File: config.mk
export PLATFORM = sky130hd
export DESIGN_NAME = pose_frame_deframer_top_flat
export DESIGN_NICKNAME = d
export VERILOG_FILES = /design/src/pfd_pkg.sv /design/src/pfd_if.sv /design/src/pose_frame_deframer_top.sv /design/src/flat_wrapper.sv
export SDC_FILE = /design/constraint.sdc
export NUM_CORES = 1
export LEC_CHECK = 0
export ABC_AREA = 1
export BUFFER_PORTS_ARGS = -buffer_cell sky130_fd_sc_hd__clkbuf_2
export CAP_MARGIN = 20
export CELL_PAD_IN_SITES_DETAIL_PLACEMENT = 1
export CELL_PAD_IN_SITES_GLOBAL_PLACEMENT = 1
export CORE_MARGIN = 4
export CORE_UTILIZATION = 52
export CTS_CLUSTER_SIZE = 16
export DETAILED_ROUTE_END_ITERATION = 8
export PLACE_DENSITY = 0.88
export SETUP_SLACK_MARGIN = 0.02
export SKIP_CTS_REPAIR_TIMING = 1
export SLEW_MARGIN = 25
export SYNTH_ARGS = -nofsm -noshare
export SYNTH_HDL_FRONTEND = slang
export SYNTH_SLANG_ARGS = --single-unit
File: constraint.sdc
create_clock -name clk -period 26.8 [get_ports clk]
set_clock_uncertainty 0.05 [all_clocks]
set_input_delay 2.68 -clock clk [delete_from_list [all_inputs] [get_ports clk]]
set_output_delay 2.68 -clock clk [all_outputs]
set_load 0.1 [all_outputs]
File: src/pfd_pkg.sv
// ----------------------------------------------------------------------------
// pfd_pkg: shared constants for the pose frame deframer
// Frame delimiters, payload geometry and result word width.
// ----------------------------------------------------------------------------
package pfd_pkg;

	localparam int unsigned BYTE_W      = 8;
	localparam int unsigned WORD_W      = 32;
	localparam int unsigned PAYLOAD_LEN = 24;
	localparam int unsigned STORE_W     = PAYLOAD_LEN * BYTE_W;
	localparam int unsigned IDX_W       = $clog2(PAYLOAD_LEN);

	// Header is CR LF, trailer is LF CR.
	localparam logic [BYTE_W-1:0] HDR_FIRST  = 8'h0D;
	localparam logic [BYTE_W-1:0] HDR_SECOND = 8'h0A;
	localparam logic [BYTE_W-1:0] TRL_FIRST  = 8'h0A;
	localparam logic [BYTE_W-1:0] TRL_SECOND = 8'h0D;

endpackage

File: src/pfd_if.sv
// ----------------------------------------------------------------------------
// pfd_if: stream channels of the pose frame deframer
// A byte channel for received serial data and a pose channel for results.
// ----------------------------------------------------------------------------
interface pfd_byte_if import pfd_pkg::*; ();
	logic              valid;
	logic              ready;
	logic [BYTE_W-1:0] rx_byte;

	modport source (output valid, output rx_byte, input ready);
	modport sink   (input valid, input rx_byte, output ready);
endinterface

interface pfd_pose_if import pfd_pkg::*; ();
	logic              valid;
	logic              ready;
	logic [WORD_W-1:0] heading_bits;
	logic [WORD_W-1:0] tilt_x_bits;
	logic [WORD_W-1:0] tilt_y_bits;
	logic [WORD_W-1:0] position_x_bits;
	logic [WORD_W-1:0] position_y_bits;
	logic [WORD_W-1:0] yaw_rate_bits;

	modport source (
		output valid, input ready,
		output heading_bits, output tilt_x_bits, output tilt_y_bits,
		output position_x_bits, output position_y_bits, output yaw_rate_bits
	);
	modport sink (
		input valid, output ready,
		input heading_bits, input tilt_x_bits, input tilt_y_bits,
		input position_x_bits, input position_y_bits, input yaw_rate_bits
	);
endinterface

File: src/pose_frame_deframer_top.sv
// ----------------------------------------------------------------------------
// pose_frame_deframer_top: byte-serial deframer for fixed-length pose frames
// Hunts for CR LF, collects 24 payload bytes, checks LF CR and emits six words.
// ----------------------------------------------------------------------------
// Usage:
// The rx channel takes one received byte per transfer. The pose channel gives
// one result per well-formed frame: six 32-bit words assembled little-endian
// from the payload, passed on as raw single-precision float bits.
// A byte is taken in every cycle while the pose output register is empty or
// is being emptied in the same cycle, so the sustained rate is one byte per
// cycle. The frame state machine and the payload shift line update at the
// byte transfer itself.
// The result is valid in the cycle after the transfer of the final trailer
// byte (CR), held in the pose output register.
// When the receiver stalls with a result pending, rx.ready drops and stays low
// until that result is transferred; no byte is lost or dropped.
// Reset clears the frame state, the payload counter and the output valid flag.
// The payload shift line is not reset; every frame refills all of it before a
// result can be produced.
// ----------------------------------------------------------------------------
module pose_frame_deframer_top import pfd_pkg::*; (
	input  logic         clk,
	input  logic         arst_n,
	pfd_byte_if.sink     rx,
	pfd_pose_if.source   pose
);

	typedef enum logic [2:0] {
		PH_HUNT,
		PH_HDR2,
		PH_DATA,
		PH_TRL1,
		PH_TRL2
	} phase_t;

	phase_t             phase_q;
	logic [IDX_W-1:0]   idx_q;
	logic [STORE_W-1:0] store_q;
	logic               pose_valid_q;
	logic [WORD_W-1:0]  heading_q;
	logic [WORD_W-1:0]  tilt_x_q;
	logic [WORD_W-1:0]  tilt_y_q;
	logic [WORD_W-1:0]  pos_x_q;
	logic [WORD_W-1:0]  pos_y_q;
	logic [WORD_W-1:0]  yaw_rate_q;

	logic out_free;
	logic accept;
	logic frame_done;

	// The output register can take a new result when it is empty or being
	// drained right now.
	assign out_free   = !pose_valid_q || pose.ready;
	assign rx.ready   = out_free;
	assign accept     = rx.valid && out_free;
	assign frame_done = accept && (phase_q == PH_TRL2) && (rx.rx_byte == TRL_SECOND);

	// Frame state machine, payload counter and output valid flag.
	always_ff @(posedge clk or negedge arst_n) begin
		if (!arst_n) begin
			phase_q      <= PH_HUNT;
			idx_q        <= '0;
			pose_valid_q <= 1'b0;
		end else begin
			if (accept) begin
				unique case (phase_q)
					PH_HUNT: begin
						if (rx.rx_byte == HDR_FIRST) begin
							phase_q <= PH_HDR2;
						end
					end
					PH_HDR2: begin
						// A repeated CR keeps waiting for the LF.
						if (rx.rx_byte == HDR_SECOND) begin
							idx_q   <= '0;
							phase_q <= PH_DATA;
						end else if (rx.rx_byte != HDR_FIRST) begin
							phase_q <= PH_HUNT;
						end
					end
					PH_DATA: begin
						if (idx_q == IDX_W'(PAYLOAD_LEN - 1)) begin
							idx_q   <= '0;
							phase_q <= PH_TRL1;
						end else begin
							idx_q <= idx_q + 1'b1;
						end
					end
					PH_TRL1: begin
						phase_q <= (rx.rx_byte == TRL_FIRST) ? PH_TRL2 : PH_HUNT;
					end
					PH_TRL2: begin
						phase_q <= PH_HUNT;
					end
					default: begin
						phase_q <= PH_HUNT;
					end
				endcase
			end
			if (frame_done) begin
				pose_valid_q <= 1'b1;
			end else if (pose.ready) begin
				pose_valid_q <= 1'b0;
			end
		end
	end

	// Payload bytes shift in from the top, so after a full payload the first
	// byte sits in the lowest byte lane and each word is a plain slice.
	always_ff @(posedge clk) begin
		if (accept && (phase_q == PH_DATA)) begin
			store_q <= {rx.rx_byte, store_q[STORE_W-1:BYTE_W]};
		end
		if (frame_done) begin
			heading_q  <= store_q[0*WORD_W +: WORD_W];
			tilt_x_q   <= store_q[1*WORD_W +: WORD_W];
			tilt_y_q   <= store_q[2*WORD_W +: WORD_W];
			pos_x_q    <= store_q[3*WORD_W +: WORD_W];
			pos_y_q    <= store_q[4*WORD_W +: WORD_W];
			yaw_rate_q <= store_q[5*WORD_W +: WORD_W];
		end
	end

	assign pose.valid           = pose_valid_q;
	assign pose.heading_bits    = heading_q;
	assign pose.tilt_x_bits     = tilt_x_q;
	assign pose.tilt_y_bits     = tilt_y_q;
	assign pose.position_x_bits = pos_x_q;
	assign pose.position_y_bits = pos_y_q;
	assign pose.yaw_rate_bits   = yaw_rate_q;

endmodule

File: src/flat_wrapper.sv
// flat-port wrapper written by rule: the top's interface ports become plain ports
module pose_frame_deframer_top_flat import pfd_pkg::*;
  (clk, arst_n, rx_valid, rx_rx_byte, rx_ready, pose_valid, pose_ready, pose_heading_bits, pose_tilt_x_bits, pose_tilt_y_bits, pose_position_x_bits, pose_position_y_bits, pose_yaw_rate_bits);
  pfd_byte_if rx_i ();
  pfd_pose_if pose_i ();
  input  logic clk;
  input  logic arst_n;
  input wire logic [$bits(rx_i.valid)-1:0] rx_valid;
  input wire logic [$bits(rx_i.rx_byte)-1:0] rx_rx_byte;
  output wire logic [$bits(rx_i.ready)-1:0] rx_ready;
  output wire logic [$bits(pose_i.valid)-1:0] pose_valid;
  input wire logic [$bits(pose_i.ready)-1:0] pose_ready;
  output wire logic [$bits(pose_i.heading_bits)-1:0] pose_heading_bits;
  output wire logic [$bits(pose_i.tilt_x_bits)-1:0] pose_tilt_x_bits;
  output wire logic [$bits(pose_i.tilt_y_bits)-1:0] pose_tilt_y_bits;
  output wire logic [$bits(pose_i.position_x_bits)-1:0] pose_position_x_bits;
  output wire logic [$bits(pose_i.position_y_bits)-1:0] pose_position_y_bits;
  output wire logic [$bits(pose_i.yaw_rate_bits)-1:0] pose_yaw_rate_bits;
  assign rx_i.valid = rx_valid;
  assign rx_i.rx_byte = rx_rx_byte;
  assign rx_ready = rx_i.ready;
  assign pose_valid = pose_i.valid;
  assign pose_i.ready = pose_ready;
  assign pose_heading_bits = pose_i.heading_bits;
  assign pose_tilt_x_bits = pose_i.tilt_x_bits;
  assign pose_tilt_y_bits = pose_i.tilt_y_bits;
  assign pose_position_x_bits = pose_i.position_x_bits;
  assign pose_position_y_bits = pose_i.position_y_bits;
  assign pose_yaw_rate_bits = pose_i.yaw_rate_bits;
  pose_frame_deframer_top u_core (.clk(clk), .arst_n(arst_n), .rx(rx_i), .pose(pose_i));
endmodule
# == Word level (Yosys, flattened, before mapping) ==
# Cells that the tools add are included.
# Widths: inputs -> output; s select.
# totals
ff_bits,393
in_bits,12
out_inout_bits,194
# classes
addsub,1
eq_ne,12
mux,11
reduce_logical,11
# ops
operator,count
$eq 8x4->1 const B,2
$mux 3,5
$pmux 3 s4,1
$mux 5,2
$pmux 5 s2,1
$ne 8x4->1 const B,1
$eq 3x2->1 const B,2
$ne 2x1->1 const B,3
$add 5x1->5 const B,1
$eq 5x5->1 const B,1
$logic_and 1x1->1,4
$reduce_and 4->1,1
$reduce_bool 2->1,2
$eq 3x1->1 const B,1
$eq 3x3->1 const B,1
$logic_not 3->1,1
$ne 3x1->1 const B,1
$reduce_and 3->1,1
$mux 1,2
$logic_not 1->1,1
$logic_or 1x1->1,1

# == Logic depth before layout (Yosys ltp) ==
# depth
depth_word,6
depth_mapped,8
ltp_nobuf,8

# == Worst setup path before layout ==
# Ideal clock, no wire load.
# synth_timing
path_type,in2reg
from,input pose_ready
to,"register u_core.heading_q[0], in the netlist u_core.pose.heading_bits[0], enable pin"
setup_ps,747
arrival_ps,11911
required_time_ps,26003
setup_slack_ps,14092
stages,6
n_path_buf,0
cell_sequence,inv_1 nand2_1 nand2_1 inv_1 nand3_1 nor2_1
# synth_via
elab_chain_cells,4
# synth_lines
item,line,source
start: declaration,flat_wrapper.sv:12,input wire logic [$bits(pose_i.ready)-1:0] pose_ready;
$logic_or 1x1->1,pose_frame_deframer_top.sv:53,assign out_free = !pose_valid_q || pose.ready;
named net rx_ready,flat_wrapper.sv:10,output wire logic [$bits(rx_i.ready)-1:0] rx_ready;
$logic_and 1x1->1,pose_frame_deframer_top.sv:55,assign accept = rx.valid && out_free;
$logic_and 1x1->1 (2 in a row),pose_frame_deframer_top.sv:56,assign frame_done = accept && (phase_q == PH_TRL2) && (rx.rx_byte == TRL_SECOND);
named net u_core.frame_done,pose_frame_deframer_top.sv:49,logic frame_done;
end signal: assignment,pose_frame_deframer_top.sv:115,heading_q <= store_q[0*WORD_W +: WORD_W];
end: declaration,pose_frame_deframer_top.sv:40,logic [WORD_W-1:0] heading_q;
# The timed path passes the listed nets, and every way through them passes these cells.
# A chain may end at the register's enable or synchronous reset.

# == Worst setup path in the final report ==
# layout_timing
from,input pose_ready
to,output rx_ready
# layout_via
elab_chain_cells,1
# layout_lines
item,line
$logic_or 1x1->1,pose_frame_deframer_top.sv:53
end: declaration,flat_wrapper.sv:10
# No other way between the ends.

==> flow_metrics.tcl <==
set metrics [dict create \
    status "finished, final reports clean" \
    max_freq_mhz 165 \
    stdcell_count 1070 \
    drtAntennaViolNets 0 \
    drt-wirelength-per-cell_um 21.7 \
    overflow 0 \
    clock_path_buffers 3 \
    clk_pin_slew_ns 0.06 \
    die_y_um 161 \
    grt_max_degree 89 \
    p_leak_uw 0.00524 \
    drcViolationCount 0 \
    synth_area_leader_cell "edfxtp_1" \
    critical_path.max_stage_delay_ns 0.47 \
    die-area_mm2 0.0259 \
    maxCapViolCount 0 \
    drive_above_1_share_pct 36.2 \
    finalHoldViolations 0 \
    dr_total_vias 5349 \
    grt_pass1_wl_um 36000 \
    rsz0062_at_grt "false" \
    die_w_um 161 \
    peakVddDrop_uv 43.6 \
    postSynthCellCount 476 \
    critPathArrivalTime_ns 3.34 \
    power_density_mw_per_mm2 85.7 \
    grtUsageTotal_pct 18.0 \
    worstPathRequired_ns 24.07 \
    insertion_delay_ns 0.51 \
    grt_pass1_vias 5887 \
    fin_nets 742 \
    path_common_cell "clkbuf_2" \
    synth.top_cell.area_share_pct 94.7 \
    drt-initial-drc-count 366 \
    num_rows 55 \
    n_antenna_cell 0 \
    cts_root_buf "clkbuf_16" \
    cts_max_level 2 \
    cts_tree "done" \
    port_buffers 205 \
    cp_num_buf_inv 3 \
    cts_made_buffers 40 \
    worst_pin_slew_ns 0.882 \
    yosysUniqueCellTypes 17 \
    cp_top_family "buffers and inverters" \
    coreArea_mm2 0.0228 \
    yosysWarnings 0 \
    syn_avg_cell_area_um2 25.6 \
    grt_antenna_before_repair 0 \
    start_util_pct 53.3 \
    area_delta_synth_final_pct 21.8 \
    dp_cells 1000 \
    dr.pass1.iters 4 \
    crit_path_max_fanout 3 \
    slew_violations 0 \
    ys_ff_latch 393 \
    synthTopCellsByArea "edfxtp_1, dfrtp_1, nand2_1" \
    min_period_ns 6.07 \
    drt_wl_total_um 23200 \
    synth_nets 489 \
    via_per_inst 5.00 \
    critical_path_class "input port to primary output" \
    worst_setup_path_start_kind "input port" \
    boundaryPins 206 \
    finalSetupTns_ns 0 \
    place.detailed.hpwl_um 14700 \
    cp-end-kind "primary output" \
    synth_area_mm2 0.0122 \
    slowest_stage "clkbuf_2" \
    fin_crit_sh_pct 22.7 \
    synth-seq-area-share_pct 96.6 \
    crit_chain "clkbuf_2 > inv_1 > nand2_1 > clkbuf_2" \
    finalSetupViolCount 0 \
    min_path_type "flip-flop to flip-flop" \
    fillers 1932 \
    maxSlewHeadroom_pct 41.2 \
    place_congestion 0.782 \
    cts.sinks 393 \
]
[where the power goes]
group	internal (µW)	switching, µW
Sequential	715	17.4
Clock	290	211
Combinational	7.42	29.4
Total	1010	258
[final timing paths]
check / start / end / slack [ns] / cells past startpoint
setup / recovery: pose_ready / rx_ready / 20.73 / 4
hold / removal: u_core.store_q[1]$_DFFE_PP_ / u_core.pose.heading_bits[1]$_DFFE_PP_ / 0.37 / 0
setup reg to reg: u_core.phase_q[0]$_DFFE_PN0P_ / u_core.store_q[25]$_DFFE_PP_ / 23.64 / 5
hold reg to reg: u_core.store_q[1]$_DFFE_PP_ / u_core.pose.heading_bits[1]$_DFFE_PP_ / 0.37 / 0
max in group asynchronous: arst_n / u_core.idx_q[4]$_DFFE_PN0P_ / 24.52 / 1
min in group asynchronous: arst_n / u_core.pose.valid$_DFFE_PN0P_ / 1.97 / 1
[area by class of cell]
class                           instances  area [µm²]  share of cell area, %
Multi-Input combinational cell         70         378                   2.55
Clock inverter                         18         111                  0.751
Inverter                               13        48.8                  0.329
Clock buffer                           52        1070                   7.20
Timing Repair Buffer                  211        1070                   7.25
Sequential cell                       393       11800                   79.3
Tap cell                              313         392                   2.64
[layer usage]
metal  vias up  part of all wire [%]  track usage, %
li1       2368                     -               -
met3        38                   8.1            5.59
met1      2727                    39            22.8
met2       216                    52            30.9
met5         -                     0               0
met4         0                   1.7            4.42
[stage by stage]
step / worst slack, ns / power [µW] / hold WS (ns) / cell area, µm² / utilization (%)
after global routing: 20.71 / 1320 / 0.384 / 14800 / 64.9
after CTS: 20.73 / 1290 / 0.374 / 14800 / 64.9
final: 20.73 / 1270 / 0.375 / 14800 / 64.9
after global placement: 20.74 / 771 / 0.352 / 13600 / 59.7
after detailed placement: 20.73 / 782 / 0.363 / 13600 / 59.7
after floorplan: 14.09 / 766 / 0.350 / 12200 / -
[cells by family (layout without fill, tap and decap cells)]
| kind of cell | Yosys count | after routing | synth area share (%) |
|---|---|---|---|
| AOI/OAI and AO/OA | 1 | 1 | 0.0411 |
| xor gates and xnor gates | 1 | 1 | 0.0720 |
| adders and majority gates | 1 | 1 | 0.103 |
| buffers and inverters | 13 | 294 | 0.401 |
| DFF | 393 | 393 | 96.6 |
| and+or+nand+nor | 67 | 67 | 2.79 |
[cells in the mapped netlist]
master,count
dfrtp_1,9
edfxtp_1,384
ha_1,1
inv_1,13
nand2_1,31
nand2_2,4
nand3_1,10
nand3_2,1
nand3b_1,1
nand4_1,4
nor2_1,8
nor2_2,2
nor2_4,4
nor3_1,1
nor3b_2,1
o21ai_0,1
xor2_1,1
[flip-flops by register name (all words and copies together), names as in the netlist]
name / flops
u_core.pose.tilt_x_bits: 32
u_core.pose.position_y_bits: 32
u_core.pose.valid: 1
u_core.store_q: 192
u_core.pose.heading_bits: 32
u_core.pose.yaw_rate_bits: 32
u_core.idx_q: 5
u_core.pose.tilt_y_bits: 32
u_core.pose.position_x_bits: 32
u_core.phase_q: 3
[cells in the final DEF, fill, tap and decap left out, drive strengths merged, types with 4 or more instances in the layout]
cell type	n
buf	6
nand3	11
clkbuf	257
edfxtp	384
inv	15
clkinv	15
dfrtp	9
nand2	35
nor2	14
nand4	4
No activity file was read; power rests on OpenSTA's default activity.
